### config.mk
export PLATFORM = sky130hd
export DESIGN_NAME = tank_drive_mixer_top_flat
export DESIGN_NICKNAME = d
export VERILOG_FILES = /design/src/rtl/tdm_pkg.sv /design/src/rtl/tdm_if.sv /design/src/rtl/tdm_cfg.sv /design/src/rtl/tdm_qdiv.sv /design/src/rtl/tank_drive_mixer_top.sv /design/src/flat_wrapper.sv
export SDC_FILE = /design/constraint.sdc
export NUM_CORES = 2
export LEC_CHECK = 0
export BUFFER_PORTS_ARGS = -buffer_cell sky130_fd_sc_hd__buf_4
export CORE_MARGIN = 1.5
export CORE_UTILIZATION = 40
export CTS_CLUSTER_DIAMETER = 100
export DETAILED_ROUTE_END_ITERATION = 10
export PLACE_DENSITY = 0.63
export SKIP_LAST_GASP = 1
export SYNTH_ARGS = -nofsm -noshare
export SYNTH_HDL_FRONTEND = slang
export SYNTH_SLANG_ARGS = --single-unit
### constraint.sdc
create_clock -name clk -period 40.3 [get_ports clk]
set_input_delay 4.03 -clock clk [delete_from_list [all_inputs] [get_ports clk]]
set_output_delay 4.03 -clock clk [all_outputs]
set_load 0.1 [all_outputs]
### src/rtl/tdm_pkg.sv
// Shared constants, register codes, types and the divide-by-100 helper of the tank drive mixer.
`default_nettype none

package tdm_pkg;

	localparam int WIDTH_BITS_DEF = 12;
	localparam int CFG_ADDR_BITS = 5;
	localparam int CFG_DATA_BITS = 32;
	localparam int PCT_BITS = 7;
	localparam logic [PCT_BITS-1:0] PCT_FULL = 7'd100;

	// Quotient bits of the saturating divider and how they spread over its stages.
	localparam int QDIV_BITS = PCT_BITS + 1;
	localparam int QDIV_STEPS = 2;
	localparam int QDIV_STAGES = QDIV_BITS / QDIV_STEPS;

	// Reciprocal of 100 in 32 fraction bits; exact for every input below 2**30.
	localparam int DIV_IN_BITS = 30;
	localparam int DIV_SHIFT = 32;
	localparam logic [25:0] DIV_K = 26'd42949673;

	localparam int CENTER_RST = 1500;
	localparam int MIN_RST = 1000;
	localparam int MAX_RST = 2000;
	localparam int REV_PCT_RST = 100;
	localparam int DEAD_ZONE_RST = 20;

	typedef enum logic [2:0] {
		REG_CENTER,
		REG_MIN,
		REG_MAX,
		REG_REV_PCT,
		REG_DEAD_ZONE
	} cfg_reg_t;

	// Side information that travels with a divider operand pair.
	typedef struct packed {
		logic neg;   // quotient would be negative
		logic one;   // no scaling needed, result is full percent
	} qdiv_ctl_t;

	function automatic logic [DIV_IN_BITS-1:0] div100(input logic [DIV_IN_BITS-1:0] x);
		logic [DIV_IN_BITS+25:0] prod;
		prod = (DIV_IN_BITS + 26)'(x) * (DIV_IN_BITS + 26)'(DIV_K);
		return prod[DIV_SHIFT +: DIV_IN_BITS];
	endfunction

endpackage

`default_nettype wire

### src/rtl/tdm_if.sv
// Valid/ready channel interfaces for command items and track items.
`default_nettype none

interface tdm_cmd_if #(parameter int W = 12);
	logic valid;
	logic ready;
	logic [W-1:0] throttle_width;
	logic [W-1:0] steer_width;
	modport source(output valid, output throttle_width, output steer_width, input ready);
	modport sink(input valid, input throttle_width, input steer_width, output ready);
endinterface

interface tdm_trk_if #(parameter int W = 12);
	logic valid;
	logic ready;
	logic [W-1:0] left_width;
	logic [W-1:0] right_width;
	modport source(output valid, output left_width, output right_width, input ready);
	modport sink(input valid, input left_width, input right_width, output ready);
endinterface

`default_nettype wire

### src/rtl/tdm_cfg.sv
// APB register file holding the mixer configuration.
`default_nettype none

module tdm_cfg import tdm_pkg::*; #(
	parameter int W = WIDTH_BITS_DEF
) (
	input  wire logic clk,
	input  wire logic arst_n,
	input  wire logic psel,
	input  wire logic penable,
	input  wire logic pwrite,
	input  wire logic [CFG_ADDR_BITS-1:0] paddr,
	input  wire logic [CFG_DATA_BITS-1:0] pwdata,
	output logic [CFG_DATA_BITS-1:0] prdata,
	output logic pready,
	output logic [W-1:0] center,
	output logic [W-1:0] min_w,
	output logic [W-1:0] max_w,
	output logic [7:0] rev_pct,
	output logic [W-1:0] dead_zone
);

	logic [W-1:0] center_q, min_q, max_q, dz_q;
	logic [7:0] rev_pct_q;
	logic wr;

	assign pready = 1'b1;
	assign wr = psel && penable && pwrite;

	always_ff @(posedge clk or negedge arst_n) begin
		if (!arst_n) begin
			center_q <= W'(CENTER_RST);
			min_q <= W'(MIN_RST);
			max_q <= W'(MAX_RST);
			rev_pct_q <= 8'(REV_PCT_RST);
			dz_q <= W'(DEAD_ZONE_RST);
		end else if (wr) begin
			case (cfg_reg_t'(paddr[4:2]))
				REG_CENTER: center_q <= pwdata[W-1:0];
				REG_MIN: min_q <= pwdata[W-1:0];
				REG_MAX: max_q <= pwdata[W-1:0];
				REG_REV_PCT: rev_pct_q <= pwdata[7:0];
				REG_DEAD_ZONE: dz_q <= pwdata[W-1:0];
				default: ;
			endcase
		end
	end

	always_comb begin
		case (cfg_reg_t'(paddr[4:2]))
			REG_CENTER: prdata = CFG_DATA_BITS'(center_q);
			REG_MIN: prdata = CFG_DATA_BITS'(min_q);
			REG_MAX: prdata = CFG_DATA_BITS'(max_q);
			REG_REV_PCT: prdata = CFG_DATA_BITS'(rev_pct_q);
			REG_DEAD_ZONE: prdata = CFG_DATA_BITS'(dz_q);
			default: prdata = '0;
		endcase
	end

	assign center = center_q;
	assign min_w = min_q;
	assign max_w = max_q;
	assign rev_pct = rev_pct_q;
	assign dead_zone = dz_q;

endmodule

`default_nettype wire

### src/rtl/tdm_qdiv.sv
// Pipelined restoring divider giving a percentage saturated to 0..100.
`default_nettype none

module tdm_qdiv import tdm_pkg::*; #(
	parameter int NW = 19,
	parameter int DW = 15
) (
	input  wire logic clk,
	input  wire logic en,
	input  wire logic [NW-1:0] num,
	input  wire logic [DW-1:0] den,
	input  wire qdiv_ctl_t ctl,
	output logic [PCT_BITS-1:0] pct
);

	localparam int RW = (NW > DW + QDIV_BITS) ? NW : DW + QDIV_BITS;

	logic [RW-1:0] rem_s [QDIV_STAGES+1];
	logic [QDIV_BITS-1:0] quo_s [QDIV_STAGES+1];
	logic [DW-1:0] den_s [QDIV_STAGES+1];
	qdiv_ctl_t ctl_s [QDIV_STAGES+1];
	logic [QDIV_BITS-1:0] q_fin;

	assign rem_s[0] = RW'(num);
	assign quo_s[0] = '0;
	assign den_s[0] = den;
	assign ctl_s[0] = ctl;

	// Each stage retires two quotient bits, most significant first.
	for (genvar g = 0; g < QDIV_STAGES; g++) begin : g_stage
		logic [RW-1:0] r_nx;
		logic [QDIV_BITS-1:0] q_nx;
		logic [RW-1:0] dsh;

		always_comb begin
			r_nx = rem_s[g];
			q_nx = quo_s[g];
			dsh = '0;
			for (int j = 0; j < QDIV_STEPS; j++) begin
				dsh = RW'(den_s[g]) << (QDIV_BITS - 1 - QDIV_STEPS * g - j);
				if (r_nx >= dsh) begin
					r_nx = r_nx - dsh;
					q_nx[QDIV_BITS - 1 - QDIV_STEPS * g - j] = 1'b1;
				end
			end
		end

		always_ff @(posedge clk) begin
			if (en) begin
				rem_s[g+1] <= r_nx;
				quo_s[g+1] <= q_nx;
				den_s[g+1] <= den_s[g];
				ctl_s[g+1] <= ctl_s[g];
			end
		end
	end

	// A set top bit means the true quotient is at least 128, so it saturates too.
	assign q_fin = quo_s[QDIV_STAGES];
	always_comb begin
		if (ctl_s[QDIV_STAGES].one) begin
			pct = PCT_FULL;
		end else if (ctl_s[QDIV_STAGES].neg) begin
			pct = '0;
		end else if (q_fin[QDIV_BITS-1] || (q_fin[PCT_BITS-1:0] > PCT_FULL)) begin
			pct = PCT_FULL;
		end else begin
			pct = q_fin[PCT_BITS-1:0];
		end
	end

endmodule

`default_nettype wire

### src/rtl/tank_drive_mixer_top.sv
// Top level of the tank drive mixer: configuration port and the mixing pipeline.
`default_nettype none

// The mixer turns one throttle/steer pulse-width pair into one left/right track
// pulse-width pair. It takes a new item on every clock cycle unless the output
// stalls; the length of its pipeline is set by the two multiply-and-divide-by-100
// steps and the four-stage percentage divider. The whole pipeline advances
// together: when the output item is not taken, every stage holds and the input
// stops accepting until the output moves. Registers sit on an APB port at byte
// addresses 0x0 (center), 0x4 (min), 0x8 (max), 0xC (reverse percent) and 0x10
// (dead zone); they are meant to be written only while no item is in flight. No
// clearing pass is needed after reset.
module tank_drive_mixer_top import tdm_pkg::*; #(
	parameter int WIDTH_BITS = WIDTH_BITS_DEF
) (
	input  wire logic clk,
	input  wire logic arst_n,
	tdm_cmd_if.sink cmd,
	tdm_trk_if.source trk,
	input  wire logic psel,
	input  wire logic penable,
	input  wire logic pwrite,
	input  wire logic [CFG_ADDR_BITS-1:0] paddr,
	input  wire logic [CFG_DATA_BITS-1:0] pwdata,
	output logic [CFG_DATA_BITS-1:0] prdata,
	output logic pready
);

	localparam int W = WIDTH_BITS;
	localparam int LW = W + 4;          // signed track offset
	localparam int NW = W + 7;          // bound offset times 100
	localparam int DW = W + 3;          // track offset magnitude
	localparam int PW = W + 10;         // offset magnitude times percent
	localparam int NSTG = 11;

	logic [W-1:0] center, min_w, max_w, dead_zone;
	logic [7:0] rev_pct;

	tdm_cfg #(.W(W)) u_cfg (
		.clk(clk), .arst_n(arst_n),
		.psel(psel), .penable(penable), .pwrite(pwrite),
		.paddr(paddr), .pwdata(pwdata), .prdata(prdata), .pready(pready),
		.center(center), .min_w(min_w), .max_w(max_w),
		.rev_pct(rev_pct), .dead_zone(dead_zone)
	);

	// One enable moves every stage; the last stage is the output register.
	logic en;
	logic [NSTG:1] valid_s;

	assign en = !valid_s[NSTG] || trk.ready;
	assign cmd.ready = en;

	always_ff @(posedge clk or negedge arst_n) begin
		if (!arst_n) begin
			valid_s <= '0;
		end else if (en) begin
			valid_s <= {valid_s[NSTG-1:1], cmd.valid};
		end
	end

	// Stage 1: inputs within the dead zone of center snap to center.
	logic [W-1:0] thr_s1, str_s1;
	logic signed [W:0] thr_d, str_d;
	logic [W-1:0] thr_ad, str_ad;

	always_comb begin
		thr_d = $signed({1'b0, cmd.throttle_width}) - $signed({1'b0, center});
		str_d = $signed({1'b0, cmd.steer_width}) - $signed({1'b0, center});
		thr_ad = thr_d[W] ? W'(-thr_d) : thr_d[W-1:0];
		str_ad = str_d[W] ? W'(-str_d) : str_d[W-1:0];
	end

	always_ff @(posedge clk) begin
		if (en) begin
			thr_s1 <= (thr_ad <= dead_zone) ? center : cmd.throttle_width;
			str_s1 <= (str_ad <= dead_zone) ? center : cmd.steer_width;
		end
	end

	// Stage 2: a throttle below center is multiplied by the reverse percent.
	logic [W+7:0] thr_prod_s2;
	logic thr_neg_s2;
	logic signed [W:0] str_off_s2;
	logic thr_lt;
	logic [W-1:0] thr_mag;

	always_comb begin
		thr_lt = thr_s1 < center;
		thr_mag = thr_lt ? (center - thr_s1) : (thr_s1 - center);
	end

	always_ff @(posedge clk) begin
		if (en) begin
			thr_prod_s2 <= thr_lt ? ((W + 8)'(thr_mag) * (W + 8)'(rev_pct)) : (W + 8)'(thr_mag);
			thr_neg_s2 <= thr_lt;
			str_off_s2 <= $signed({1'b0, str_s1}) - $signed({1'b0, center});
		end
	end

	// Stage 3: divide the reverse product by 100, truncating toward zero.
	logic signed [W+2:0] thr_off_s3;
	logic signed [W:0] str_off_s3;
	logic [DIV_IN_BITS-1:0] thr_q;
	logic [W+1:0] thr_qm;

	always_comb begin
		thr_q = div100(DIV_IN_BITS'(thr_prod_s2));
		thr_qm = thr_neg_s2 ? thr_q[W+1:0] : thr_prod_s2[W+1:0];
	end

	always_ff @(posedge clk) begin
		if (en) begin
			thr_off_s3 <= thr_neg_s2 ? -$signed({1'b0, thr_qm}) : $signed({1'b0, thr_qm});
			str_off_s3 <= str_off_s2;
		end
	end

	// Stage 4: track offsets, and the divider operands for each track.
	// Side 0 is the left track, side 1 the right track.
	logic signed [LW-1:0] off_s4 [2];
	logic [NW-1:0] num_s4 [2];
	logic [DW-1:0] den_s4 [2];
	qdiv_ctl_t ctl_s4 [2];
	logic signed [W:0] hi_off, lo_off;
	logic signed [LW-1:0] off_c [2];

	always_comb begin
		hi_off = $signed({1'b0, max_w}) - $signed({1'b0, center});
		lo_off = $signed({1'b0, min_w}) - $signed({1'b0, center});
		off_c[0] = LW'(thr_off_s3) + LW'(str_off_s3);
		off_c[1] = LW'(thr_off_s3) - LW'(str_off_s3);
	end

	for (genvar s = 0; s < 2; s++) begin : g_side
		logic over_hi, under_lo;
		logic signed [W:0] bnd;
		logic [W-1:0] bmag;
		logic [DW-1:0] omag;

		always_comb begin
			over_hi = (off_c[s] > LW'(hi_off)) && (off_c[s] != '0);
			under_lo = (off_c[s] < LW'(lo_off)) && (off_c[s] != '0);
			bnd = over_hi ? hi_off : lo_off;
			bmag = bnd[W] ? W'(-bnd) : bnd[W-1:0];
			omag = off_c[s][LW-1] ? DW'(-off_c[s]) : off_c[s][DW-1:0];
		end

		always_ff @(posedge clk) begin
			if (en) begin
				off_s4[s] <= off_c[s];
				num_s4[s] <= NW'(bmag) * NW'(PCT_FULL);
				den_s4[s] <= omag;
				ctl_s4[s].neg <= bnd[W] ^ off_c[s][LW-1];
				ctl_s4[s].one <= !(over_hi || under_lo);
			end
		end
	end

	// Stages 5 to 8: the percentage dividers, offsets riding alongside.
	logic [PCT_BITS-1:0] pct_d [2];
	logic signed [LW-1:0] off_s5 [2], off_s6 [2], off_s7 [2], off_s8 [2];

	for (genvar s = 0; s < 2; s++) begin : g_div
		tdm_qdiv #(.NW(NW), .DW(DW)) u_qdiv (
			.clk(clk), .en(en),
			.num(num_s4[s]), .den(den_s4[s]), .ctl(ctl_s4[s]),
			.pct(pct_d[s])
		);

		always_ff @(posedge clk) begin
			if (en) begin
				off_s5[s] <= off_s4[s];
				off_s6[s] <= off_s5[s];
				off_s7[s] <= off_s6[s];
				off_s8[s] <= off_s7[s];
			end
		end
	end

	// Stage 9: the smaller percentage scales both offsets.
	logic [PCT_BITS-1:0] pct_min;
	logic [PW-1:0] prod_s9 [2];
	logic neg_s9 [2];

	assign pct_min = (pct_d[1] < pct_d[0]) ? pct_d[1] : pct_d[0];

	for (genvar s = 0; s < 2; s++) begin : g_scale
		logic [DW-1:0] mag;

		assign mag = off_s8[s][LW-1] ? DW'(-off_s8[s]) : off_s8[s][DW-1:0];

		always_ff @(posedge clk) begin
			if (en) begin
				prod_s9[s] <= PW'(mag) * PW'(pct_min);
				neg_s9[s] <= off_s8[s][LW-1];
			end
		end
	end

	// Stage 10: divide by 100; stage 11: add center and clamp to min..max.
	logic signed [LW-1:0] off_s10 [2];
	logic [W-1:0] width_s11 [2];

	for (genvar s = 0; s < 2; s++) begin : g_out
		logic [DIV_IN_BITS-1:0] q;
		logic signed [W+4:0] sum;

		assign q = div100(DIV_IN_BITS'(prod_s9[s]));
		assign sum = $signed({5'b0, center}) + (W + 5)'(off_s10[s]);

		always_ff @(posedge clk) begin
			if (en) begin
				off_s10[s] <= neg_s9[s] ? -$signed({1'b0, q[DW-1:0]}) : $signed({1'b0, q[DW-1:0]});
				if (sum < $signed({5'b0, min_w})) begin
					width_s11[s] <= min_w;
				end else if (sum > $signed({5'b0, max_w})) begin
					width_s11[s] <= max_w;
				end else begin
					width_s11[s] <= sum[W-1:0];
				end
			end
		end
	end

	assign trk.valid = valid_s[NSTG];
	assign trk.left_width = width_s11[0];
	assign trk.right_width = width_s11[1];

	// With a sane window every delivered width lies inside it.
	a_left_in_window: assert property (@(posedge clk) disable iff (!arst_n)
		(trk.valid && (min_w <= max_w)) |-> (trk.left_width >= min_w && trk.left_width <= max_w))
		else $error("left width outside min..max");

	a_right_in_window: assert property (@(posedge clk) disable iff (!arst_n)
		(trk.valid && (min_w <= max_w)) |-> (trk.right_width >= min_w && trk.right_width <= max_w))
		else $error("right width outside min..max");

	// An accepted item occupies the first stage on the next cycle.
	a_accept_enters: assert property (@(posedge clk) disable iff (!arst_n)
		(cmd.valid && cmd.ready) |=> valid_s[1])
		else $error("accepted item did not enter the pipeline");

	// The scaling percentage never exceeds full scale.
	a_pct_bound: assert property (@(posedge clk) disable iff (!arst_n)
		valid_s[8] |-> (pct_min <= PCT_FULL))
		else $error("scaling percentage above 100");

endmodule

`default_nettype wire

### src/flat_wrapper.sv
// flat-port wrapper written by rule: the top's interface ports become plain ports
module tank_drive_mixer_top_flat import tdm_pkg::*;
#(
	parameter int WIDTH_BITS = WIDTH_BITS_DEF
)
  (clk, arst_n, psel, penable, pwrite, paddr, pwdata, prdata, pready, cmd_valid, cmd_throttle_width, cmd_steer_width, cmd_ready, trk_valid, trk_left_width, trk_right_width, trk_ready);
  tdm_cmd_if #(.W((WIDTH_BITS_DEF))) cmd_i ();
  tdm_trk_if #(.W((WIDTH_BITS_DEF))) trk_i ();
  input  wire logic clk;
  input  wire logic arst_n;
  input  wire logic psel;
  input  wire logic penable;
  input  wire logic pwrite;
  input  wire logic [CFG_ADDR_BITS-1:0] paddr;
  input  wire logic [CFG_DATA_BITS-1:0] pwdata;
  output logic [CFG_DATA_BITS-1:0] prdata;
  output logic pready;
  input wire logic [$bits(cmd_i.valid)-1:0] cmd_valid;
  input wire logic [$bits(cmd_i.throttle_width)-1:0] cmd_throttle_width;
  input wire logic [$bits(cmd_i.steer_width)-1:0] cmd_steer_width;
  output wire logic [$bits(cmd_i.ready)-1:0] cmd_ready;
  output wire logic [$bits(trk_i.valid)-1:0] trk_valid;
  output wire logic [$bits(trk_i.left_width)-1:0] trk_left_width;
  output wire logic [$bits(trk_i.right_width)-1:0] trk_right_width;
  input wire logic [$bits(trk_i.ready)-1:0] trk_ready;
  assign cmd_i.valid = cmd_valid;
  assign cmd_i.throttle_width = cmd_throttle_width;
  assign cmd_i.steer_width = cmd_steer_width;
  assign cmd_ready = cmd_i.ready;
  assign trk_valid = trk_i.valid;
  assign trk_left_width = trk_i.left_width;
  assign trk_right_width = trk_i.right_width;
  assign trk_i.ready = trk_ready;
  tank_drive_mixer_top #(.WIDTH_BITS(WIDTH_BITS)) u_core (.clk(clk), .arst_n(arst_n), .cmd(cmd_i), .trk(trk_i), .psel(psel), .penable(penable), .pwrite(pwrite), .paddr(paddr), .pwdata(pwdata), .prdata(prdata), .pready(pready));
endmodule
==> run_results.csv <==
group,metric,value,unit
detailed_routing,avgRoutedWirePerCell,18.6,um
synth,synth-seq-cells,741,
clocking,htreeDepth,3,
clocking,numCtsBuffers,88,
synth,yosysTopAreaCell,"edfxtp_1",
sta,setup_viol,0,
clocking,cts_tree,"built",
sta,rsz0062_at_grt,"false",
detailed_routing,drt-initial-drc-count,3416,
worst_hold_path,whs_endpoint,"u_core.str_off_s3[2]",
sta,setup_slack,29.61,ns
detailed_routing,ant_nets,0,
flow_run,maxCapViolations,0,
placement,pre_cts_ws,29.70,ns
floorplanning,io_pins,127,
final_layout,drive_above_1_share,5.80,%
clocking,cts.clk_slew.worst_paths,0.07,ns
clocking,cts_hold_buf,0,
floorplanning,coreArea,213000,um^2
synth,yosysMostFrequentCell,"inv_1",
detailed_routing,routed_wl,216000,um
sta,fin_tns_setup,0,ns
setup_path,arrival,11.15,ns
synth,yosysSeqAreaShare,25.5,%
setup_path,endpoint_kind,"flop",
grt,grt_remaining_overflow,0,
synth,synthesis.instances,8636,
sta,skew,0.0329,ns
synth,synth_area_leaders,"edfxtp_1 24%, ha_1 20%, fa_1 17%",
setup_path,cp_slowest_cell,"a21oi_1",
detailed_routing,drc,0,
worst_hold_path,hp-class,"reg2reg",
setup_path,r2r_cells,40,
clocking,insertion_delay,0.73,ns
sta,final_hold_viol_count,0,
status,status,"finished, final reports clean",
sta,relSlewSlack,25.6,%
clocking,cts_resized,0,
floorplanning,start_util,40.4,%
grt,grt_pass1_vias,62800,
clocking,cts_root_buf,"clkbuf_16",
sta,drv_slew,0,
synth,synth.top_cells.by_count,"1543 x inv_1, 1386 x ha_1, 749 x fa_1",
worst_hold_path,hold_start,"u_core.str_off_s2[2]",
clocking,clk_path_buf_depth,3,
setup_path,r2r_end,"u_core.num_s4[0][15]",
final_layout,final_nets,10900,
setup_path,r2r_setup_slack,29.61,ns
grt,grt_max_degree,179,
floorplanning,die_area,218000,um^2
clocking,cts.sink_count,741,
synth,synthArstFlopShare,9.04,%
synth,synth_top_area_share,23.6,%
clocking,post-cts-setup-buffer-count,0,
setup_path,worstSetupPathType,"reg2reg",
floorplanning,rows,169,
placement,dp_hpwl,179000,um
placement,gp_congestion,0.943,
setup_path,start_kind,"flop",
sta,worst_pin_slew,1.09,ns
placement,port_buffers,83,
worst_hold_path,min_path_cells,0,
final_layout,area_growth,8.15,%
synth,ys.flop_type,"edfxtp_1",
final_layout,diodes,0,
synth,yosys_warnings,0,
setup_path,worst-path-max-fanout,16,
grt,grtUsageTotal,19.8,%
detailed_routing,vias,61300,
setup_path,slowest_delay,0.78,ns
sta,fmax,93.6,MHz
synth,post_synth.cell_area_avg,9.95,um^2
setup_path,worst_ep_required_time,40.76,ns
synth,synth_edf_count,674,
sta,fin_crit_sh,26.5,%
synth,yosysUniqueCellTypes,98,
sta,period_needed,10.69,ns
detailed_routing,dr.pass1.iters,8,
setup_path,r2r_start,"u_core.u_cfg.center[2]",
detailed_routing,vias_per_cell,5.27,
floorplanning,die_y,466,um
grt,antenna_found_initial,0,
final_layout,fillers,20400,
floorplanning,die_w,466,um
grt,grt_pass1_wl,342000,um
synth,syn_area,85900,um^2
==> worst max-delay path by stage <==
stage	startpoint	to	slack, ns	cells past startpoint
3_5_place_dp	u_core.u_cfg.center[2]	u_core.num_s4[0][16]	29.70	42
6_report	u_core.u_cfg.center[2]	u_core.num_s4[0][15]	29.61	40
3_3_place_gp	u_core.u_cfg.center[2]	u_core.num_s4[0][16]	29.81	42
2_1_floorplan	trk_ready	cmd_ready	13.11	3
5_1_grt	u_core.u_cfg.center[2]	u_core.num_s4[0][16]	28.98	42
4_1_cts	u_core.u_cfg.center[2]	u_core.num_s4[0][16]	29.63	42
==> sequential cells by signal, summed over array words and instances (netlist names), 13 cells and up <==
name and cells:
u_core.g_div.u_qdiv.rem_s 126, u_core.g_div.u_qdiv.den_s 84, u_core.prod_s9 43, u_core.num_s4 34, u_core.off_s10 32, u_core.off_s4 31, u_core.off_s5 31, u_core.off_s6 31
u_core.off_s7 31, u_core.off_s8 31, u_core.den_s4 28, u_core.g_div.u_qdiv.g_stage.q_nx 24, u_core.width_s11 24, u_core.thr_prod_s2 20, u_core.g_div.u_qdiv.ctl_s 16, u_core.g_div.u_qdiv.q_fin 16
u_core.thr_off_s3 15, u_core.str_off_s2 13, u_core.str_off_s3 13
==> cell usage in the layout, fill, tap and decap left out, drive strengths merged, types with 32 or more instances in the layout <==
cell and n:
nand2b 105, o31ai 53, a211oi 34, inv 1556, ha 1386, nor3 125, and3 34, nand2 481
edfxtp 674, mux2i 79, or2 36, clkinv 41, or3 46, a31oi 37, a21boi 48, o21a 78
a21o 186, nand3 99, and2 75, mux2 127, clkbuf 91, a21oi 417, nor4 32, nor2b 93
o21bai 70, xnor2 368, buf 146, nand4 82, xor2 134, dfrtp 43, nor2 534, fa 749
o21ai 384
==> stage by stage <==
step / utilization, % / cell area, um^2 / std cells / hold slack (ns)
after floorplan: - / 86000 / 8655 / 0.400
after global placement: 42.3 / 90000 / 11500 / 0.401
after detailed placement: 42.3 / 90000 / 11500 / 0.405
after CTS: 43.7 / 92900 / 11600 / 0.402
after global routing: 43.7 / 92900 / 11600 / 0.413
final: 43.7 / 92900 / 11600 / 0.394
==> area by class of cell <==
type	count	area (um^2)	share of cell area, %
Sequential cell	741	21900	23.6
Clock buffer	91	2210	2.38
Inverter	1544	5800	6.24
Tap cell	2821	3530	3.80
Timing Repair Buffer	146	1110	1.19
Multi-Input combinational cell	6218	57600	62.0
Clock inverter	66	732	0.788
==> routing by layer <==
metal,track usage [%],vias up,share of wire (%)
met4,6.15,0,3.0
met5,0,-,0
met2,33.7,1397,48
met1,26.0,30000,45
li1,-,29600,-
met3,2.55,351,4.8
==> worst max-delay path: cells and delay by family (launching register included) <==
family,cells,cell delay [ns]
flip-flops,1,0.67
adder cells (fa/ha/maj),7,2.39
XOR/XNOR,3,0.69
AO/OA/AOI/OAI,17,4.20
buffers and inverters,3,0.78
AND/OR/NAND/NOR,10,1.68
==> kinds of logic after synthesis <==
group	share of synthesized area, %
buffers and inverters	7.55
AO/OA/AOI/OAI	11.3
XOR/XNOR	5.19
other	0.00874
AND/OR/NAND/NOR	10.2
multiplexers	2.59
adder cells (fa/ha/maj)	37.7
flip-flops	25.5
Power is not shown: default switching activity piles up to over one toggle a cycle in this logic, so the estimate is an artifact.
